**src/design/i2cbb_pkg.sv**
```systemverilog
// Shared types and constants for the I2C bit-bang master.
package i2cbb_pkg;

   localparam int DelayWidthDef = 16;
   localparam int CfgWidth      = 16;
   localparam logic [CfgWidth-1:0] DelayReset = 16'd50;
   localparam int ByteWidth     = 8;
   localparam int BitCntWidth   = 4;
   localparam logic [BitCntWidth-1:0] BitsPerByte = 4'd8;
   localparam int CsrAddrWidth  = 2;
   localparam int CsrDataWidth  = 32;
   localparam logic [CsrAddrWidth-1:0] CsrDelayAddr = '0;

   typedef enum logic [1:0] {
      CMD_START = 2'd0,
      CMD_STOP  = 2'd1,
      CMD_WRITE = 2'd2,
      CMD_READ  = 2'd3
   } cmd_type;

   // one tick of bus result
   typedef struct packed {
      logic [ByteWidth-1:0] rd_data;
      logic                 done;
      logic                 busy;
      logic                 sda;
      logic                 scl;
   } result_type;

endpackage

```
**src/design/i2cbb_seq.sv**
```systemverilog
// Bus sequencer: state registers and per-tick next-state logic.
module i2cbb_seq #(
   parameter int DELAY_WIDTH = i2cbb_pkg::DelayWidthDef
) (
   input  logic                                clock,
   input  logic                                reset,
   input  logic                                step,
   input  logic                                cmd_valid,
   input  i2cbb_pkg::cmd_type                  mode,
   input  logic [i2cbb_pkg::ByteWidth-1:0]     wr_data,
   input  logic                                sda_in,
   input  logic [i2cbb_pkg::CfgWidth-1:0]      delay_ticks,
   output i2cbb_pkg::result_type               result
);
   import i2cbb_pkg::*;

   typedef enum logic [3:0] {
      PH_IDLE     = 4'd0,
      PH_START_A  = 4'd1,
      PH_START_B  = 4'd2,
      PH_STOP_A   = 4'd3,
      PH_STOP_B   = 4'd4,
      PH_STOP_C   = 4'd5,
      PH_BIT_HIGH = 4'd6,
      PH_BIT_LOW  = 4'd7,
      PH_ACK_HIGH = 4'd8,
      PH_ACK_POLL = 4'd9,
      PH_ACK_LOW  = 4'd10
   } phase_type;

   phase_type              phase_ff, phase_in;
   cmd_type                cmd_ff, cmd_in;
   logic [BitCntWidth-1:0] bit_cnt_ff, bit_cnt_in, bit_cnt_inc;
   logic [ByteWidth-1:0]   shift_ff, shift_in;
   logic [ByteWidth-1:0]   rd_hold_ff, rd_hold_in;
   logic [DELAY_WIDTH-1:0] wait_ff, wait_in;
   logic                   scl_ff, scl_in;
   logic                   sda_ff, sda_in_drv;
   logic                   done;
   logic [DELAY_WIDTH-1:0] delay_mask;
   logic [DELAY_WIDTH-1:0] delay_load;
   logic                   delay_over;
   logic [DELAY_WIDTH-1:0] wait_dec;

   always_comb begin
      delay_mask = DELAY_WIDTH'(delay_ticks);
      delay_load = (delay_mask == '0) ? DELAY_WIDTH'(1) : delay_mask;
   end

   assign delay_over  = (wait_ff <= DELAY_WIDTH'(1));
   assign wait_dec    = delay_over ? wait_ff : wait_ff - DELAY_WIDTH'(1);
   assign bit_cnt_inc = bit_cnt_ff + BitCntWidth'(1);

   always_comb begin
      phase_in   = phase_ff;
      cmd_in     = cmd_ff;
      bit_cnt_in = bit_cnt_ff;
      shift_in   = shift_ff;
      rd_hold_in = rd_hold_ff;
      wait_in    = wait_dec;
      scl_in     = scl_ff;
      sda_in_drv = sda_ff;
      done       = 1'b0;
      unique case (phase_ff)
         PH_IDLE: begin
            wait_in = wait_ff;
            if (cmd_valid) begin
               cmd_in     = mode;
               bit_cnt_in = '0;
               wait_in    = delay_load;
               unique case (mode)
                  CMD_START: begin
                     scl_in = 1'b1; sda_in_drv = 1'b1; phase_in = PH_START_A;
                  end
                  CMD_STOP: begin
                     scl_in = 1'b0; sda_in_drv = 1'b0; phase_in = PH_STOP_A;
                  end
                  CMD_WRITE: begin
                     scl_in     = 1'b1;
                     sda_in_drv = wr_data[ByteWidth-1];
                     shift_in   = {wr_data[ByteWidth-2:0], 1'b0};
                     phase_in   = PH_BIT_HIGH;
                  end
                  default: begin
                     scl_in = 1'b1; sda_in_drv = 1'b1;
                     shift_in = '0; phase_in = PH_BIT_HIGH;
                  end
               endcase
            end
         end
         PH_START_A: if (delay_over) begin
            sda_in_drv = 1'b0; phase_in = PH_START_B; wait_in = delay_load;
         end
         PH_START_B: if (delay_over) begin
            scl_in = 1'b0; phase_in = PH_IDLE; done = 1'b1;
         end
         PH_STOP_A: if (delay_over) begin
            scl_in = 1'b1; phase_in = PH_STOP_B; wait_in = delay_load;
         end
         PH_STOP_B: if (delay_over) begin
            sda_in_drv = 1'b1; phase_in = PH_STOP_C; wait_in = delay_load;
         end
         PH_STOP_C: if (delay_over) begin
            phase_in = PH_IDLE; done = 1'b1;
         end
         PH_BIT_HIGH: if (delay_over) begin
            if (cmd_ff == CMD_READ) begin
               shift_in = {shift_ff[ByteWidth-2:0], sda_in};
            end
            scl_in = 1'b0; phase_in = PH_BIT_LOW; wait_in = delay_load;
         end
         PH_BIT_LOW: if (delay_over) begin
            bit_cnt_in = bit_cnt_inc;
            wait_in    = delay_load;
            if (bit_cnt_inc < BitsPerByte) begin
               if (cmd_ff == CMD_WRITE) begin
                  sda_in_drv = shift_ff[ByteWidth-1];
                  shift_in   = {shift_ff[ByteWidth-2:0], 1'b0};
               end
               scl_in = 1'b1; phase_in = PH_BIT_HIGH;
            end else begin
               scl_in = 1'b1; sda_in_drv = 1'b1; phase_in = PH_ACK_HIGH;
            end
         end
         PH_ACK_HIGH: if (delay_over) begin
            if (cmd_ff == CMD_READ) begin
               scl_in = 1'b0; rd_hold_in = shift_ff;
               phase_in = PH_IDLE; done = 1'b1;
            end else if (!sda_in) begin
               scl_in = 1'b0; phase_in = PH_ACK_LOW; wait_in = delay_load;
            end else begin
               phase_in = PH_ACK_POLL;
            end
         end
         PH_ACK_POLL: begin
            wait_in = wait_ff;
            if (!sda_in) begin
               scl_in = 1'b0; phase_in = PH_ACK_LOW; wait_in = delay_load;
            end
         end
         PH_ACK_LOW: if (delay_over) begin
            phase_in = PH_IDLE; done = 1'b1;
         end
         default: begin
            wait_in  = wait_ff;
            phase_in = PH_IDLE;
         end
      endcase
   end

   always_ff @(posedge clock) begin
      if (reset) begin
         phase_ff   <= PH_IDLE;
         cmd_ff     <= CMD_START;
         bit_cnt_ff <= '0;
         shift_ff   <= '0;
         rd_hold_ff <= '0;
         wait_ff    <= '0;
         scl_ff     <= 1'b1;
         sda_ff     <= 1'b1;
      end else if (step) begin
         phase_ff   <= phase_in;
         cmd_ff     <= cmd_in;
         bit_cnt_ff <= bit_cnt_in;
         shift_ff   <= shift_in;
         rd_hold_ff <= rd_hold_in;
         wait_ff    <= wait_in;
         scl_ff     <= scl_in;
         sda_ff     <= sda_in_drv;
      end
   end

   assign result.scl     = scl_in;
   assign result.sda     = sda_in_drv;
   assign result.busy    = (phase_in != PH_IDLE);
   assign result.done    = done;
   assign result.rd_data = rd_hold_in;

endmodule

```
**src/design/i2c_bitbang_master_unit.sv**
```systemverilog
// Top level of the I2C bit-bang master: stream ports, CSR and result register.
// Each input word is one bus tick and yields exactly one result word showing
// SCL/SDA drive, busy, done and the last read byte after that tick. One word
// is taken per clock; the result appears in the output register in the cycle after
// acceptance, and the input stays ready while that register is empty or
// being drained, so full rate is held as long as the result side keeps up.
// The single register delay_ticks (byte address 0, reset 50) sets the ticks
// per bus delay; zero acts as one. Write it only while no command is running.
module i2c_bitbang_master_unit #(
   parameter int DELAY_WIDTH = i2cbb_pkg::DelayWidthDef
) (
   input  logic                                   clock,
   input  logic                                   reset,
   input  logic                                   req_tvalid,
   output logic                                   req_tready,
   input  logic [15:0]                            req_tdata,  // wr_data[7:0], sda_in[8]
   input  logic [2:0]                             req_tuser,  // cmd_valid[0], mode[2:1]
   output logic                                   rsp_tvalid,
   input  logic                                   rsp_tready,
   output logic [15:0]                            rsp_tdata,
   // scl_out[0], sda_out[1], busy_res[2], done_res[3], rd_data[11:4]
   input  logic                                   csr_psel,
   input  logic                                   csr_penable,
   input  logic                                   csr_pwrite,
   input  logic [i2cbb_pkg::CsrAddrWidth-1:0]     csr_paddr,
   input  logic [i2cbb_pkg::CsrDataWidth-1:0]     csr_pwdata,
   output logic [i2cbb_pkg::CsrDataWidth-1:0]     csr_prdata,
   output logic                                   csr_pready
);
   import i2cbb_pkg::*;

   logic [CfgWidth-1:0] delay_ff;
   logic                csr_wr;
   logic                accept;
   result_type          result;
   result_type          rsp_ff;
   logic                rsp_tvalid_ff, rsp_tvalid_in;

   assign csr_pready = 1'b1;
   assign csr_wr     = csr_psel && csr_penable && csr_pwrite && csr_pready;
   assign csr_prdata = CsrDataWidth'(delay_ff);

   always_ff @(posedge clock) begin
      if (reset) begin
         delay_ff <= DelayReset;
      end else if (csr_wr && csr_paddr == CsrDelayAddr) begin
         delay_ff <= csr_pwdata[CfgWidth-1:0];
      end
   end

   assign req_tready = !rsp_tvalid_ff || rsp_tready;
   assign accept     = req_tvalid && req_tready;

   i2cbb_seq #(
      .DELAY_WIDTH(DELAY_WIDTH)
   ) u_seq (
      .clock      (clock),
      .reset      (reset),
      .step       (accept),
      .cmd_valid  (req_tuser[0]),
      .mode       (cmd_type'(req_tuser[2:1])),
      .wr_data    (req_tdata[ByteWidth-1:0]),
      .sda_in     (req_tdata[ByteWidth]),
      .delay_ticks(delay_ff),
      .result     (result)
   );

   always_comb begin
      rsp_tvalid_in = rsp_tvalid_ff;
      if (accept) begin
         rsp_tvalid_in = 1'b1;
      end else if (rsp_tready) begin
         rsp_tvalid_in = 1'b0;
      end
   end

   always_ff @(posedge clock) begin
      if (reset) begin
         rsp_tvalid_ff <= 1'b0;
      end else begin
         rsp_tvalid_ff <= rsp_tvalid_in;
      end
   end

   always_ff @(posedge clock) begin
      if (accept) begin
         rsp_ff <= result;
      end
   end

   assign rsp_tvalid = rsp_tvalid_ff;
   assign rsp_tdata  = {4'b0000, rsp_ff};

`ifndef SYNTHESIS
   a_done_not_busy: assert property (@(posedge clock) disable iff (reset)
      rsp_tvalid |-> !(rsp_tdata[3] && rsp_tdata[2]))
      else $error("done and busy reported together");

   a_accept_gives_word: assert property (@(posedge clock) disable iff (reset)
      accept |=> rsp_tvalid)
      else $error("accepted word produced no result");

   a_reset_empty: assert property (@(posedge clock)
      $past(reset) |-> !rsp_tvalid)
      else $error("result valid right after reset");

   a_ready_when_drained: assert property (@(posedge clock) disable iff (reset)
      (rsp_tvalid && rsp_tready) |-> req_tready)
      else $error("input stalled while result drains");
`endif

endmodule

```
**config.mk**
```make
export PLATFORM = sky130hd
export DESIGN_NAME = i2c_bitbang_master_unit
export DESIGN_NICKNAME = d
export VERILOG_FILES = /design/src/design/i2cbb_pkg.sv /design/src/design/i2cbb_seq.sv /design/src/design/i2c_bitbang_master_unit.sv
export SDC_FILE = /design/constraint.sdc
export NUM_CORES = 1
export LEC_CHECK = 0
export ABC_AREA = 1
export ABC_CLOCK_PERIOD_IN_PS = 5400
export BUFFER_PORTS_ARGS = -buffer_cell sky130_fd_sc_hd__buf_4
export CAP_MARGIN = 20
export CORE_MARGIN = 2
export CORE_UTILIZATION = 40
export CTS_BUF_LIST = sky130_fd_sc_hd__clkbuf_4
export DETAILED_ROUTE_END_ITERATION = 8
export GPL_ROUTABILITY_DRIVEN = 0
export HOLD_SLACK_MARGIN = 0.05
export PLACE_DENSITY_LB_ADDON = 0.15
export SLEW_MARGIN = 20
export SYNTH_ARGS = -nofsm -noshare
export SYNTH_HDL_FRONTEND = slang
export SYNTH_SLANG_ARGS = --single-unit
```
**constraint.sdc**
```tcl
create_clock -name clock -period 5.4 [get_ports clock]
set_input_delay 1.62 -clock clock [delete_from_list [all_inputs] [get_ports clock]]
set_output_delay 1.62 -clock clock [all_outputs]
set_load 0.01 [all_outputs]
```
==> results.ini <==
[status]
status=completed

[power]
max-vdd-ir-drop_v=0.0001760
p_per_area_mw_per_mm2=359.0
p_total_w=0.001920
power.leakage_nw=2.477
pwr-share-seq_pct=34.1
p_sw_share_pct=43.56
p_switching_w=0.0008364
p_int_w=0.001084
combPwrFrac_pct=44.1
clock_power_share_pct=21.8

[finish]
syn_to_final_growth_pct=14.28
fin_cells=894
n_antenna_cell=0
layout-drive-gt1-share_pct=18.91
finish.utilization_pct=46.83
fin_nets=809

[clocking]
cts_made_buffers=9
htree_num_levels=3
clockBufferDepth=2
cts_resized=0
cts-root-buf=clkbuf_4
clock-sinks=73
clock_latency_ps=440
cts_setup_buffers=0
path_clk_slew_ps=140
cts_hold_buf=0
cts_tree=yes

[yosys]
yosysTopAreaCellShare_pct=26.10
ys_ff_latch=73
synth_common_cells=nand2_1, nor2_1, inv_1, dfxtp_1, a21oi_1
synth_largest_area_cell=dfxtp_1
synthArstFlopShare_pct=0
postSynthAreaPerCell_um2=6.792
synth_area_leaders=dfxtp_1, nand2_1, edfxtp_1
syn_area_mm2=0.004679
synth-seq-area-share_pct=33.80
synth_ff_type=dfxtp_1
synth-warning-count=0
synth_edf_count=12
ys_types=47
syn_inst=689
yosysMostFrequentCell=nand2_1

[floorplan]
initial_core_util_pct=40.98
die_y_um=112.2
core-area_mm2=0.01142
dieArea_mm2=0.01258
fp.dieW_um=112.2
io_pins=111
fp-row-count=39

[hold_path]
min_to=u_seq.bit_cnt_ff[2]$_SDFFE_PP0P_
min_path_cells=2
min_from=u_seq.bit_cnt_ff[2]$_SDFFE_PP0P_
min_path_type=flop to flop

[place]
dp_hpwl_um=9260
port_buffers=66
dp_cells=878

[sta]
relSlewSlack_pct=36.52
setup_tns_ps=0
slew_viol_final=0
rsz0062_at_grt=false
setup_viol=0
hold_viol_final=0
tightest_slew_ps=951.2
layout_min_cycle_time_ps=3631
fin_hold_ws_ps=475.6
fin_skew_ps=17.81
max_freq_mhz=275.4
period_share_pct=67.24

[setup_path]
required_ps=3780
cp.arrival_ps=2010
max_stage_delay_ps=150
start_kind=input port
crit_top_cell=buf_4
r2r-start=u_seq.wait_ff[0]$_SDFFE_PP0P_
crit_type=input port to primary output
endpoint_kind=primary output
worstPathCellList=buf_4 > inv_1 > nand2_1 > buf_4
regToRegSetupSlack_ps=3020
r2r_end=u_seq.shift_ff[3]$_SDFFE_PP0P_
crit_path_top_delay_cell=buf_4
critPathTopFamily=buffers and inverters
critPathMaxFanout=2
crit_buf_inv=3
r2r_cells=14

[global_routing]
grt-ovfl-total=0
grt_use_total_pct=20.32
grt_max_degree=32
grt_pass1_vias=4322
grt_pass1_wl_um=20860
antenna_found_initial=0

[detailed_routing]
routedWlPerCell_um=14.00
drt_iter0_markers=418
dr_wl_met2_um=5516
dr.pass1.iters=5
met1Wirelength_um=6027
vias=4551
route.met3.wl_um=753
viasPerCell=5.091
routed.top_layer=met4
drtAntennaViolNets=0
remaining_drc_errors=0
totalWireLength_um=12520

[flow_run]
drv_cap=0

## cells by family (layout without fill, tap and decap cells)
group / count (synthesis) / count (layout) / synth area share [%]
other: 2 / 21 / 0.1605
XOR/XNOR: 4 / 4 / 0.7488
AO/OA/AOI/OAI: 160 / 160 / 19.44
flip-flops: 73 / 73 / 33.80
adder cells (fa/ha/maj): 3 / 3 / 0.8022
AND/OR/NAND/NOR: 318 / 318 / 32.03
buffers and inverters: 129 / 172 / 13.02
## worst min-delay path: stages, from the launching register on
cell and delay (ps):
dfxtp_1 350, inv_1 50, a21oi_1 50
## layout make-up
type,instances,area [um^2]
Clock inverter,7,102.6
Timing Repair Buffer,68,510.5
Tap cell,143,178.9
Sequential cell,73,1582
Fill cell,1233,6071
Multi-Input combinational cell,506,2564
Clock buffer,9,67.56
Inverter,88,342.8
## flip-flops by register name (all words and copies together) (netlist names)
register,count
u_seq.shift_ff,8
delay_ff,16
u_seq.bit_cnt_ff,4
u_seq.sda_ff,1
u_seq.scl_ff,1
u_seq.wait_ff,16
u_seq.rd_hold_ff,8
rsp_tdata,12
u_seq.cmd_ff,2
u_seq.phase_ff,4
rsp_tvalid,1
## per-stage QoR
step	setup slack, ps	instance area (um^2)
finish	1769	5348
global route	1737	5348
CTS	1763	5348
detailed placement	1765	5177
global placement	1775	5177
floorplan	2023	4751
## how the worst max path moves through the flow
| stage | startpoint | to | cells past startpoint |
|---|---|---|---|
| 4_1_cts | rsp_tready | req_tready | 4 |
| 3_5_place_dp | rsp_tready | req_tready | 4 |
| 6_report | rsp_tready | req_tready | 4 |
| 3_3_place_gp | rsp_tready | req_tready | 4 |
| 2_1_floorplan | rsp_tready | req_tready | 2 |
| 5_1_grt | rsp_tready | req_tready | 4 |
## layer usage
metal  track usage, %  vias up
li1                 -     2328
met2            32.45      152
met1            27.93     2054
met5                0        -
met4            7.317        0
met3            3.240       17
## layout by cell type (no fill, tap or decap), types with 3 or more instances in the layout
cell type and count:
o21ai_2 3, inv_2 13, nor3_1 5, o22ai_1 4, dfxtp_1 61, inv_1 74, ha_1 3, nand2_2 8
o211ai_1 8, o21ai_0 44, nor2_4 8, clkbuf_4 9, buf_4 68, edfxtp_1 12, nor2_1 77, nand2_1 146
xor2_1 3, a21oi_1 56, nand4_1 8, o21ai_1 28, nor2_2 6, nand2_4 3, nand3_1 45, conb_1 21
a21oi_2 6
## power by group through the flow
stage	Sequential (W)	Combinational (W)	Clock, W
after global routing	0.000662	0.000950	0.000451
after detailed placement	0.000666	0.000838	0
after global placement	0.000664	0.000831	0
final	0.000654	0.000848	0.000418
after floorplan	0.000662	0.000668	0
after CTS	0.000654	0.000842	0.000429
Power figures use the tool's default switching activity.
